**config.mk**
```make
export PLATFORM = sky130hd
export DESIGN_NAME = bcd_time_of_day_clock_alarm_flat
export DESIGN_NICKNAME = d
export VERILOG_FILES = /design/src/rtl/bcdclk_pkg.sv /design/src/rtl/bcdclk_if.sv /design/src/rtl/bcdclk_tick.sv /design/src/rtl/bcd_time_of_day_clock_alarm.sv /design/src/flat_wrapper.sv
export SDC_FILE = /design/constraint.sdc
export NUM_CORES = 1
export LEC_CHECK = 0
export ABC_CLOCK_PERIOD_IN_PS = 6280
export BUFFER_PORTS_ARGS = -buffer_cell sky130_fd_sc_hd__buf_2
export CAP_MARGIN = 20
export CORE_MARGIN = 2
export CORE_UTILIZATION = 55
export DETAILED_ROUTE_END_ITERATION = 7
export MAX_ROUTING_LAYER = met4
export PLACE_DENSITY = 0.71
export SLEW_MARGIN = 25
export SYNTH_ARGS = -nofsm -noshare
export SYNTH_HDL_FRONTEND = slang
export SYNTH_SLANG_ARGS = --single-unit
```
**constraint.sdc**
```tcl
create_clock -name clk_i -period 6.28 [get_ports clk_i]
set_clock_uncertainty 0.15 [all_clocks]
set_input_delay 0.942 -clock clk_i [delete_from_list [all_inputs] [get_ports clk_i]]
set_output_delay 0.942 -clock clk_i [all_outputs]
set_load 0.005 [all_outputs]
```
**src/rtl/bcdclk_pkg.sv**
```systemverilog
// bcdclk_pkg: shared types, codes and bcd helpers for the time-of-day clock
`default_nettype none

package bcdclk_pkg;

  // command codes carried by an input word
  typedef enum logic [1:0] {
    CMD_TICK  = 2'd0,
    CMD_READ  = 2'd1,
    CMD_WRITE = 2'd2,
    CMD_CLEAR = 2'd3
  } cmd_e;

  // register offsets
  localparam logic [3:0] OFF_TENTHS   = 4'd8;
  localparam logic [3:0] OFF_SECONDS  = 4'd9;
  localparam logic [3:0] OFF_MINUTES  = 4'd10;
  localparam logic [3:0] OFF_HOURS    = 4'd11;
  localparam logic [3:0] OFF_AL_TENTH = 4'd12;
  localparam logic [3:0] OFF_AL_SEC   = 4'd13;
  localparam logic [3:0] OFF_AL_MIN   = 4'd14;
  localparam logic [3:0] OFF_STATUS   = 4'd15;

  // value returned by undecoded offsets
  localparam logic [7:0] RD_UNDECODED = 8'hFF;

  // top tens digit of each group
  localparam logic [3:0] TOP_MIN_SEC = 4'd5;
  localparam logic [3:0] TOP_HOURS   = 4'd2;
  localparam logic [3:0] LAST_DIGIT  = 4'd9;
  localparam logic [5:0] LAST_HOUR   = 6'h23;

  // packed time: tenths in bits 3:0 up to hours in bits 25:20
  typedef struct packed {
    logic [5:0] hours;
    logic [7:0] minutes;
    logic [7:0] seconds;
    logic [3:0] tenths;
  } time_t;

  // two-digit bcd increment, tens digit wraps to zero above top
  function automatic logic [7:0] bcd_step(input logic [7:0] v, input logic [3:0] top);
    logic [4:0] hi;
    logic [4:0] lo;
    hi = {1'b0, v[7:4]};
    lo = {1'b0, v[3:0]} + 5'd1;
    if (lo > {1'b0, LAST_DIGIT}) begin
      lo = 5'd0;
      hi = hi + 5'd1;
      if (hi > {1'b0, top}) begin
        hi = 5'd0;
      end
    end
    return {hi[3:0], lo[3:0]};
  endfunction

endpackage

`default_nettype wire

```
**src/rtl/bcdclk_if.sv**
```systemverilog
// bcdclk_if: handshake interfaces for command words and result words
`default_nettype none

interface bcdclk_in_if;
  logic       valid;
  logic       ready;
  logic [1:0] command;
  logic [3:0] reg_offset;
  logic [7:0] write_data;

  modport source (output valid, output command, output reg_offset, output write_data,
                  input ready);
  modport sink (input valid, input command, input reg_offset, input write_data,
                output ready);
endinterface

interface bcdclk_out_if;
  logic       valid;
  logic       ready;
  logic [7:0] read_data;
  logic       alarm_pending;

  modport source (output valid, output read_data, output alarm_pending, input ready);
  modport sink (input valid, input read_data, input alarm_pending, output ready);
endinterface

`default_nettype wire

```
**src/rtl/bcdclk_tick.sv**
```systemverilog
// bcdclk_tick: next time of day after one tenth-second tick
`default_nettype none

module bcdclk_tick
  import bcdclk_pkg::*;
(
  input  time_t cur_i,
  output time_t nxt_o
);

  logic [4:0] tenths_inc;
  logic [7:0] sec_step;
  logic [7:0] min_step;
  logic [7:0] hour_step;

  assign tenths_inc = {1'b0, cur_i.tenths} + 5'd1;
  assign sec_step   = bcd_step(cur_i.seconds, TOP_MIN_SEC);
  assign min_step   = bcd_step(cur_i.minutes, TOP_MIN_SEC);
  assign hour_step  = bcd_step({2'b00, cur_i.hours}, TOP_HOURS);

  // ripple carry through tenths, seconds, minutes and hours
  always_comb begin
    nxt_o = cur_i;
    if (tenths_inc > {1'b0, LAST_DIGIT}) begin
      nxt_o.tenths  = 4'd0;
      nxt_o.seconds = sec_step;
      if (sec_step == 8'd0) begin
        nxt_o.minutes = min_step;
        if (min_step == 8'd0) begin
          if (cur_i.hours == LAST_HOUR) begin
            nxt_o.hours = 6'd0;
          end else begin
            nxt_o.hours = hour_step[5:0];
          end
        end
      end
    end else begin
      nxt_o.tenths = tenths_inc[3:0];
    end
  end

endmodule

`default_nettype wire

```
**src/rtl/bcd_time_of_day_clock_alarm.sv**
```systemverilog
// bcd_time_of_day_clock_alarm: bcd time-of-day clock with alarm, top level
// flow: a word accepted into the command register executes there and is presented from the result register
// throughput: one word per cycle; the command register and the result register
// each advance every cycle unless the result register is held by the sink
// reset: clears time, alarm, flag, snapshot and all valid bits at once
`default_nettype none

module bcd_time_of_day_clock_alarm
  import bcdclk_pkg::*;
(
  input  wire          clk_i,
  input  wire          rst_ni,
  bcdclk_in_if.sink    in_i,
  bcdclk_out_if.source out_o
);

  // command register
  logic       in_valid_q;
  cmd_e       in_cmd_q;
  logic [3:0] in_off_q;
  logic [7:0] in_data_q;

  // result register
  logic       out_valid_q;
  logic [7:0] out_rd_q;
  logic       out_pend_q;

  // clock state
  time_t      time_q, time_d;
  time_t      alarm_q, alarm_d;
  time_t      snap_q, snap_d;
  logic       armed_q, armed_d;
  logic       hit_q, hit_d;
  logic [7:0] rd_d;

  time_t      tick_nxt;
  logic       fire;

  assign fire       = in_valid_q && (!out_valid_q || out_o.ready);
  assign in_i.ready = !in_valid_q || fire;

  // command register load
  always_ff @(posedge clk_i or negedge rst_ni) begin
    if (!rst_ni) begin
      in_valid_q <= 1'b0;
    end else if (in_i.ready) begin
      in_valid_q <= in_i.valid;
    end
  end

  always_ff @(posedge clk_i) begin
    if (in_i.ready && in_i.valid) begin
      in_cmd_q  <= cmd_e'(in_i.command);
      in_off_q  <= in_i.reg_offset;
      in_data_q <= in_i.write_data;
    end
  end

  bcdclk_tick u_tick (
    .cur_i (time_q),
    .nxt_o (tick_nxt)
  );

  // command execution
  always_comb begin
    time_d  = time_q;
    alarm_d = alarm_q;
    snap_d  = snap_q;
    armed_d = armed_q;
    hit_d   = hit_q;
    rd_d    = 8'd0;
    unique case (in_cmd_q)
      CMD_TICK: begin
        time_d = tick_nxt;
        if (armed_q && (tick_nxt == alarm_q)) begin
          hit_d = 1'b1;
        end
      end
      CMD_READ: begin
        unique case (in_off_q)
          OFF_TENTHS: begin
            snap_d = time_q;
            rd_d   = {4'd0, time_q.tenths};
          end
          OFF_SECONDS:  rd_d = snap_q.seconds;
          OFF_MINUTES:  rd_d = snap_q.minutes;
          OFF_HOURS:    rd_d = {2'd0, snap_q.hours};
          OFF_AL_TENTH: rd_d = {4'd0, alarm_q.tenths};
          OFF_AL_SEC:   rd_d = alarm_q.seconds;
          OFF_AL_MIN:   rd_d = alarm_q.minutes;
          OFF_STATUS:   rd_d = {armed_q, hit_q, 6'd0};
          default:      rd_d = RD_UNDECODED;
        endcase
      end
      CMD_WRITE: begin
        unique case (in_off_q)
          OFF_TENTHS:   time_d.tenths   = in_data_q[3:0];
          OFF_SECONDS:  time_d.seconds  = in_data_q;
          OFF_MINUTES:  time_d.minutes  = in_data_q;
          OFF_HOURS: begin
            time_d.hours = in_data_q[5:0];
            hit_d        = 1'b0;
          end
          OFF_AL_TENTH: alarm_d.tenths  = in_data_q[3:0];
          OFF_AL_SEC:   alarm_d.seconds = in_data_q;
          OFF_AL_MIN:   alarm_d.minutes = in_data_q;
          OFF_STATUS: begin
            armed_d       = in_data_q[7];
            alarm_d.hours = in_data_q[5:0];
          end
          default: ;
        endcase
      end
      CMD_CLEAR: hit_d = 1'b0;
      default: ;
    endcase
  end

  // state update on each executed word
  always_ff @(posedge clk_i or negedge rst_ni) begin
    if (!rst_ni) begin
      time_q  <= '0;
      alarm_q <= '0;
      snap_q  <= '0;
      armed_q <= 1'b0;
      hit_q   <= 1'b0;
    end else if (fire) begin
      time_q  <= time_d;
      alarm_q <= alarm_d;
      snap_q  <= snap_d;
      armed_q <= armed_d;
      hit_q   <= hit_d;
    end
  end

  // result register
  always_ff @(posedge clk_i or negedge rst_ni) begin
    if (!rst_ni) begin
      out_valid_q <= 1'b0;
    end else if (fire) begin
      out_valid_q <= 1'b1;
    end else if (out_o.ready) begin
      out_valid_q <= 1'b0;
    end
  end

  always_ff @(posedge clk_i) begin
    if (fire) begin
      out_rd_q   <= rd_d;
      out_pend_q <= hit_d;
    end
  end

  assign out_o.valid         = out_valid_q;
  assign out_o.read_data     = out_rd_q;
  assign out_o.alarm_pending = out_pend_q;

`ifndef SYNTHESIS
  // clearing commands leave the flag low
  a_clear_cmd: assert property (@(posedge clk_i) disable iff (!rst_ni)
    fire && (in_cmd_q == CMD_CLEAR) |=> !hit_q)
    else $error("alarm flag set after clear command");

  a_hours_write: assert property (@(posedge clk_i) disable iff (!rst_ni)
    fire && (in_cmd_q == CMD_WRITE) && (in_off_q == OFF_HOURS) |=> !hit_q)
    else $error("alarm flag set after hours write");

  // only reads return data
  a_nonread_zero: assert property (@(posedge clk_i) disable iff (!rst_ni)
    fire && (in_cmd_q != CMD_READ) |=> out_valid_q && (out_rd_q == 8'd0))
    else $error("nonzero read data for a non-read word");

  // state moves only when a word executes
  a_time_hold: assert property (@(posedge clk_i) disable iff (!rst_ni)
    !fire |=> $stable(time_q) && $stable(hit_q))
    else $error("clock state changed without a word");

  // result flag mirrors the state flag
  a_pend_match: assert property (@(posedge clk_i) disable iff (!rst_ni)
    fire |=> out_pend_q == hit_q)
    else $error("alarm_pending differs from flag");
`endif

endmodule

`default_nettype wire

```
**src/flat_wrapper.sv**
```systemverilog
// flat-port wrapper written by rule: the top's interface ports become plain ports
module bcd_time_of_day_clock_alarm_flat import bcdclk_pkg::*;
  (clk_i, rst_ni, in_i_valid, in_i_command, in_i_reg_offset, in_i_write_data, in_i_ready, out_o_valid, out_o_read_data, out_o_alarm_pending, out_o_ready);
  bcdclk_in_if in_i_i ();
  bcdclk_out_if out_o_i ();
  input  wire clk_i;
  input  wire rst_ni;
  input wire logic [$bits(in_i_i.valid)-1:0] in_i_valid;
  input wire logic [$bits(in_i_i.command)-1:0] in_i_command;
  input wire logic [$bits(in_i_i.reg_offset)-1:0] in_i_reg_offset;
  input wire logic [$bits(in_i_i.write_data)-1:0] in_i_write_data;
  output wire logic [$bits(in_i_i.ready)-1:0] in_i_ready;
  output wire logic [$bits(out_o_i.valid)-1:0] out_o_valid;
  output wire logic [$bits(out_o_i.read_data)-1:0] out_o_read_data;
  output wire logic [$bits(out_o_i.alarm_pending)-1:0] out_o_alarm_pending;
  input wire logic [$bits(out_o_i.ready)-1:0] out_o_ready;
  assign in_i_i.valid = in_i_valid;
  assign in_i_i.command = in_i_command;
  assign in_i_i.reg_offset = in_i_reg_offset;
  assign in_i_i.write_data = in_i_write_data;
  assign in_i_ready = in_i_i.ready;
  assign out_o_valid = out_o_i.valid;
  assign out_o_read_data = out_o_i.read_data;
  assign out_o_alarm_pending = out_o_i.alarm_pending;
  assign out_o_i.ready = out_o_ready;
  bcd_time_of_day_clock_alarm u_core (.clk_i(clk_i), .rst_ni(rst_ni), .in_i(in_i_i), .out_o(out_o_i));
endmodule
```
After elaboration in Yosys (flattened, before gate mapping)
Index checks and enable logic that the tools add are counted.
{ "word_totals": {"regBits": 101, "word_cells": 97, "output_inout_bits": 11, "input_bits": 18} }
{ "op_classes": {"addsub": 7, "n_reduce_logical": 21, "eq_ne": 17, "magnitude_cmp": 7, "mux": 25} }
{ "op_table": {"columns": ["op", "count"], "rows": [
  ["case mux 8 bit (8 select lines)", 1],
  ["case mux 26 bit (2 select lines)", 1],
  ["two-way mux 4 bit", 9],
  ["equality test 4 bit (second input constant)", 8],
  ["adder 4 x 1 -> 5 bit (second input constant)", 6],
  ["AND reduction 3 bit", 9],
  ["equality test 26 bit", 1],
  ["two-way mux 22 bit", 1],
  ["greater-than comparator 5 x 4 -> 1 bit (second input constant)", 4],
  ["two-way mux 6 bit", 3],
  ["logical NOT 8 bit", 2],
  ["two-way mux 8 bit", 2],
  ["two-way mux 14 bit", 1],
  ["greater-than comparator 5 x 3 -> 1 bit (second input constant)", 2],
  ["inequality test 2 bit (second input constant)", 4],
  ["equality test 6 bit (second input constant)", 1],
  ["equality test 2 bit (second input constant)", 2],
  ["two-way mux 1 bit", 4],
  ["two-way mux 2 bit", 2],
  ["nonzero test 2 bit", 2],
  ["adder 2 x 1 -> 3 bit (second input constant)", 1],
  ["greater-than comparator 3 x 2 -> 1 bit (second input constant)", 1],
  ["logical AND 1 bit", 3],
  ["case mux 1 bit (3 select lines)", 1],
  ["4 further kinds", 6]
]} }

Depth between registers and ports, before layout
{ "depth": {"depth_word": 12, "mapped_depth": 15} }

Modules after synthesis
A second synthesis with hierarchy kept.
{ "hier_totals": {"cells_unflattened": 577, "hier_area_um2": 5874.4} }
{ "by_module_without_submodules": {"columns": ["mod", "cells_per_inst", "n_inst", "area_each_um2"], "rows": [
  ["bcd_time_of_day_clock_alarm", 387, 1, 4638.2],
  ["bcdclk_tick", 190, 1, 1236.2]
]} }

Worst setup path before layout
No wires, ideal clock.
{ "synth_timing": {"path_kind": "register to register", "start": "reg u_core.time_q[4] in the netlist's numbering", "end": "reg u_core.out_pend_q (netlist: u_core.out_o.alarm_pending), data pin", "t_arrival_ns": 3.116, "setup_slack_ns": 2.870, "synth_period_minus_slack_ns": 3.410, "stages_incl_launch_ff": 16, "path_buffers": 3, "setup_ns": 0.145, "path_cell_list": "dfrtp_1 buf_6 inv_1 ha_1 and2b_4 o22ai_4 and2_1 buf_6 a31oi_2 buf_6 o311a_1 nor4_2 o2111ai_1 a2111oi_2 o2111ai_1 o21ai_1"} }
{ "synth_via": {"elab_chain_len": 10} }
{ "synth_lines": {"columns": ["element", "line", "source"], "rows": [
  ["start, declared", "bcd_time_of_day_clock_alarm.sv:29", "time_t time_q, time_d;"],
  ["start signal, assigned", "bcd_time_of_day_clock_alarm.sv:128", "time_q <= time_d;"],
  ["adder 4 x 1 -> 5 bit", "bcdclk_pkg.sv:46", "lo = {1'b0, v[3:0]} + 5'd1;"],
  ["greater-than comparator 5 x 4 -> 1 bit", "bcdclk_pkg.sv:47", "if (lo > {1'b0, LAST_DIGIT}) begin"],
  ["two-way mux 4 bit", "bcdclk_pkg.sv:47", null],
  ["logical NOT 8 bit", "bcdclk_tick.sv:27", "if (sec_step == 8'd0) begin"],
  ["two-way mux 14 bit", "bcdclk_tick.sv:27", null],
  ["two-way mux 22 bit *", "bcdclk_tick.sv:24", "if (tenths_inc > {1'b0, LAST_DIGIT}) begin"],
  ["equality test 26 bit *", "bcd_time_of_day_clock_alarm.sv:75", "if (armed_q && (tick_nxt == alarm_q)) begin"],
  ["logical AND 1 bit *", "bcd_time_of_day_clock_alarm.sv:75", null],
  ["two-way mux 1 bit *", "bcd_time_of_day_clock_alarm.sv:75", null],
  ["case mux 1 bit (3 select lines) *", "bcd_time_of_day_clock_alarm.sv:72", "unique case (in_cmd_q)"],
  ["via u_core.hit_d", "bcd_time_of_day_clock_alarm.sv:33", "logic hit_q, hit_d;"],
  ["end signal, assigned", "bcd_time_of_day_clock_alarm.sv:150", "out_pend_q <= hit_d;"],
  ["end, declared", "bcd_time_of_day_clock_alarm.sv:26", "logic out_pend_q;"]
]} }
The timed path passes the listed nets; every way through them passes the cells marked *.
A chain may end at the register's enable or synchronous reset.

Worst setup path after layout
Ends and elaborated chain as after synthesis.

==> key figures <==
Floorplan
  – Die width: 114 um
  – Core box area: 11900 sq um
  – Die height: 114 um
  – Ports: 29
  – Row count: 40
  – Die ar.: 12900 sq um
  – Initial core utilization: 55.6%

Place
  – GP Congestion: 0.986
  – Port bufs: 28
  – HPWL Detailed: 13.8 mm

Synth
  – Post-synth cell types: 86
  – Post-Syn Instances: 704
  – Synth warn: 0
  – Post-synth top flop: dfrtp_1
  – Syn Area/Cell: 9.37 sq um
  – #FFs+latches synth: 101
  – Synthesized Nets: 734
  – Ys async rst share: 77.2%
  – Post-synth EDFFs: 23
  – Post-Syn Area: 6600 sq um
  – Register area share after synthesis: 40.1%

Setup path
  – Crit start category: register
  – FF-to-FF Start: u_core.time_q[4]
  – Worst setup path class: reg -> reg
  – Worst R2R End: u_core.out_o.alarm_pending
  – Worst path arrival time: 4.50 ns
  – Buffers & Inverters on Critical Path: 1
  – Critical Path RT: 6.35 ns
  – Crit path max fanout: 11
  – Critical Path Slowest Stage Cell: a2111oi_0
  – Worst Reg-to-Reg Cells: 12
  – Worst path top cell family by delay: compound AO/OA/AOI/OAI gates
  – Nature of the critical path endpoint: register
  – Crit path launch: u_core.time_q[4]
  – Slowest stage delay, CP: 0.82 ns
  – Most used cell, CP: o2111ai_1
  – Critical path, cell by cell: inv_1 -> ha_1 -> and2b_4 -> o22ai_4 -> o21ai_0 -> a2111oi_2 -> o2111ai_1 -> a2111oi_0 -> o2111ai_1 -> a2111oi_2 -> o2111ai_1 -> o21ai_1
  – R2R Setup Slk: 1.85 ns

STA
  – Final worst-path cycle share: 70.6%
  – Unrepaired setup endpoints after global routing: false
  – Worst-Margin Slew: 1.04 ns
  – Minimum clock period: 4.43 ns
  – Hold Vio Cnt, Final: 0
  – Final setup viols: 0
  – Max Clk Rate: 226 MHz
  – Final Max Tran Viols: 0
  – Total negative slack: 0 ns
  – Max_slew headroom: 30.7%

Clocking
  – Root buf cell: clkbuf_16
  – CTS H-tree depth: 3
  – CTS tree: yes
  – Maximum root-to-sink buffer count: 2
  – CTS sink cnt: 101
  – CTS resizes: 0
  – CTS Buf Count: 9
  – CTS Hold Bufs: 0
  – Post-CTS Setup Inserts: 0
  – Clock transition at the registers of the reported paths: 0.07 ns
  – Clock Latency Late Sink: 0.36 ns

Global routing
  – Grt total ovfl: 0
  – First-pass GRT wire length: 30.1 mm
  – Largest net degree at the start of global routing: 79
  – GR Util All Layers: 31.2%
  – Initial antenna violation count: 0
  – Vias in the first global route: 5504

Run status
  – Status: complete, no violations

Routing
  – Routed WL: 18.9 mm
  – Via count: 5787
  – Post-route ant nets: 0
  – Wire length per cell: 22.0 um
  – TritonRoute pass-1 iters: 5
  – Via density: 6.75
  – DRC errors left: 0
  – Number of DRC markers in iteration 0: 642

Worst hold path
  – Hold Startpoint: u_core.snap_q[17]
  – Hold path cells: 2
  – Hold Path End: u_core.snap_q[17]
  – HP Class: reg -> reg

Cells and area
  – Layout cell share with drive strength beyond 1: 15.1%
  – Most frequent cells in the layout: 78 x dfrtp_1, 72 x nand2_1, 60 x o21ai_0, 42 x nor2_1, 38 x mux2_2
  – Fin nets: 735
  – Area growth syn-to-layout: 7.15%
  – Most common library cell in the layout ignoring fill and taps: dfrtp_1
  – Diodes inserted: 0

Run
  – MaxCap Viol Count: 0

Power and ir drop
  – Power Density: 404 nW/um^2
  – P_leak: 2.90 nW
  – Total power: 2.86 mW
  – Peak VDD IR: 0.000234 V
final cells by class:
cell class / instances / area [sq um]
repair buffers: 30 / 161
flip-flops and latches: 101 / 2640
clock buffers: 9 / 225
fillers: 1035 / 4790
well taps: 147 / 184
clock inverters: 7 / 108
multi-input cells: 529 / 3620
inverters: 34 / 128
metrics by stage:
stage,area [sq um],worst slack (ns),std cells,hold slack (ns),utilization [%]
after floorplan,6600,2.87,704,0.296,-
after global placement,6730,2.20,841,0.312,56.8
after detailed placement,6730,2.07,841,0.321,56.8
after CTS,7070,2.06,857,0.338,59.6
after global routing,7070,1.54,857,0.378,59.6
final,7070,1.85,857,0.338,59.6
worst reg2reg max path: cells and delay by family (launching register included):
kind                     cells  cell delay, ns
buffers and inverters        1            0.13
flip-flops                   1            0.54
AND/OR/NAND/NOR              1            0.21
adder cells (fa/ha/maj)      1            0.35
AO/OA/AOI/OAI                9            2.91
cell usage after synthesis, drive strengths merged, types with 6 or more instances:
cell	count	area, sq um
o2111ai	8	70.1
o211ai	6	45.0
inv	34	128
a22oi	18	135
or3	8	50.1
a22o	13	114
nand4	6	37.5
ha	12	150
o22ai	9	76.3
o21ai	63	315
buf	15	110
nand3	15	90.1
and2	9	56.3
nand2b	17	106
xnor2	9	78.8
clkbuf	25	96.3
mux2	39	443
a21oi	23	115
o31ai	8	60.1
a31oi	15	100
edfxtp	23	691
nand2	72	270
mux2i	11	123
nor2b	15	93.8
nor3	11	55.1
dfrtp	78	1950
a2111oi	6	66.3
nor2	43	164
and3	6	42.5
xor2	8	70.1
o22a	6	52.6
where the power goes:
group	leakage (nW)	internal (mW)	switching (mW)
Combinational	1.52	0.484	0.716
Sequential	1.22	0.795	0.241
Clock	0.160	0.356	0.267
Total	2.90	1.64	1.22
cell families after synthesis:
family / after synthesis / share of synthesized area [%]
AO/OA/AOI/OAI: 220 / 23.6
multiplexers: 50 / 8.57
flip-flops: 101 / 40.1
buffers and inverters: 74 / 5.06
AND/OR/NAND/NOR: 230 / 18.2
adder cells (fa/ha/maj): 12 / 2.28
XOR/XNOR: 17 / 2.26
flip-flops by register name, summed over array words and instances (netlist names):
signal / flops
u_core.out_o.valid: 1
u_core.snap_q: 22
u_core.time_q: 26
u_core.out_o.read_data: 8
u_core.armed_q: 1
u_core.hit_q: 1
u_core.in_cmd_q: 2
u_core.out_o.alarm_pending: 1
u_core.in_data_q: 8
u_core.alarm_q: 26
u_core.in_valid_q: 1
u_core.in_off_q: 4
worst max path at each step:
stage	end	slack [ns]	depth (start not counted)
detailed placement	u_core.out_o.alarm_pending	2.07	12
CTS	u_core.out_o.alarm_pending	2.06	12
global placement	u_core.out_o.alarm_pending	2.20	12
finish	u_core.out_o.alarm_pending	1.85	12
global route	u_core.out_o.alarm_pending	1.54	12
floorplan	u_core.out_o.alarm_pending	2.87	15
layer usage:
metal  track usage, %  vias to the layer above  wire, um
met4             10.2                        0       551
met2             47.9                      265      8820
met3             7.65                       46      1570
met5                -                        -         0
met1             41.1                     2840      7940
li1                 -                     2636         -
Power figures use the tool's default switching activity.
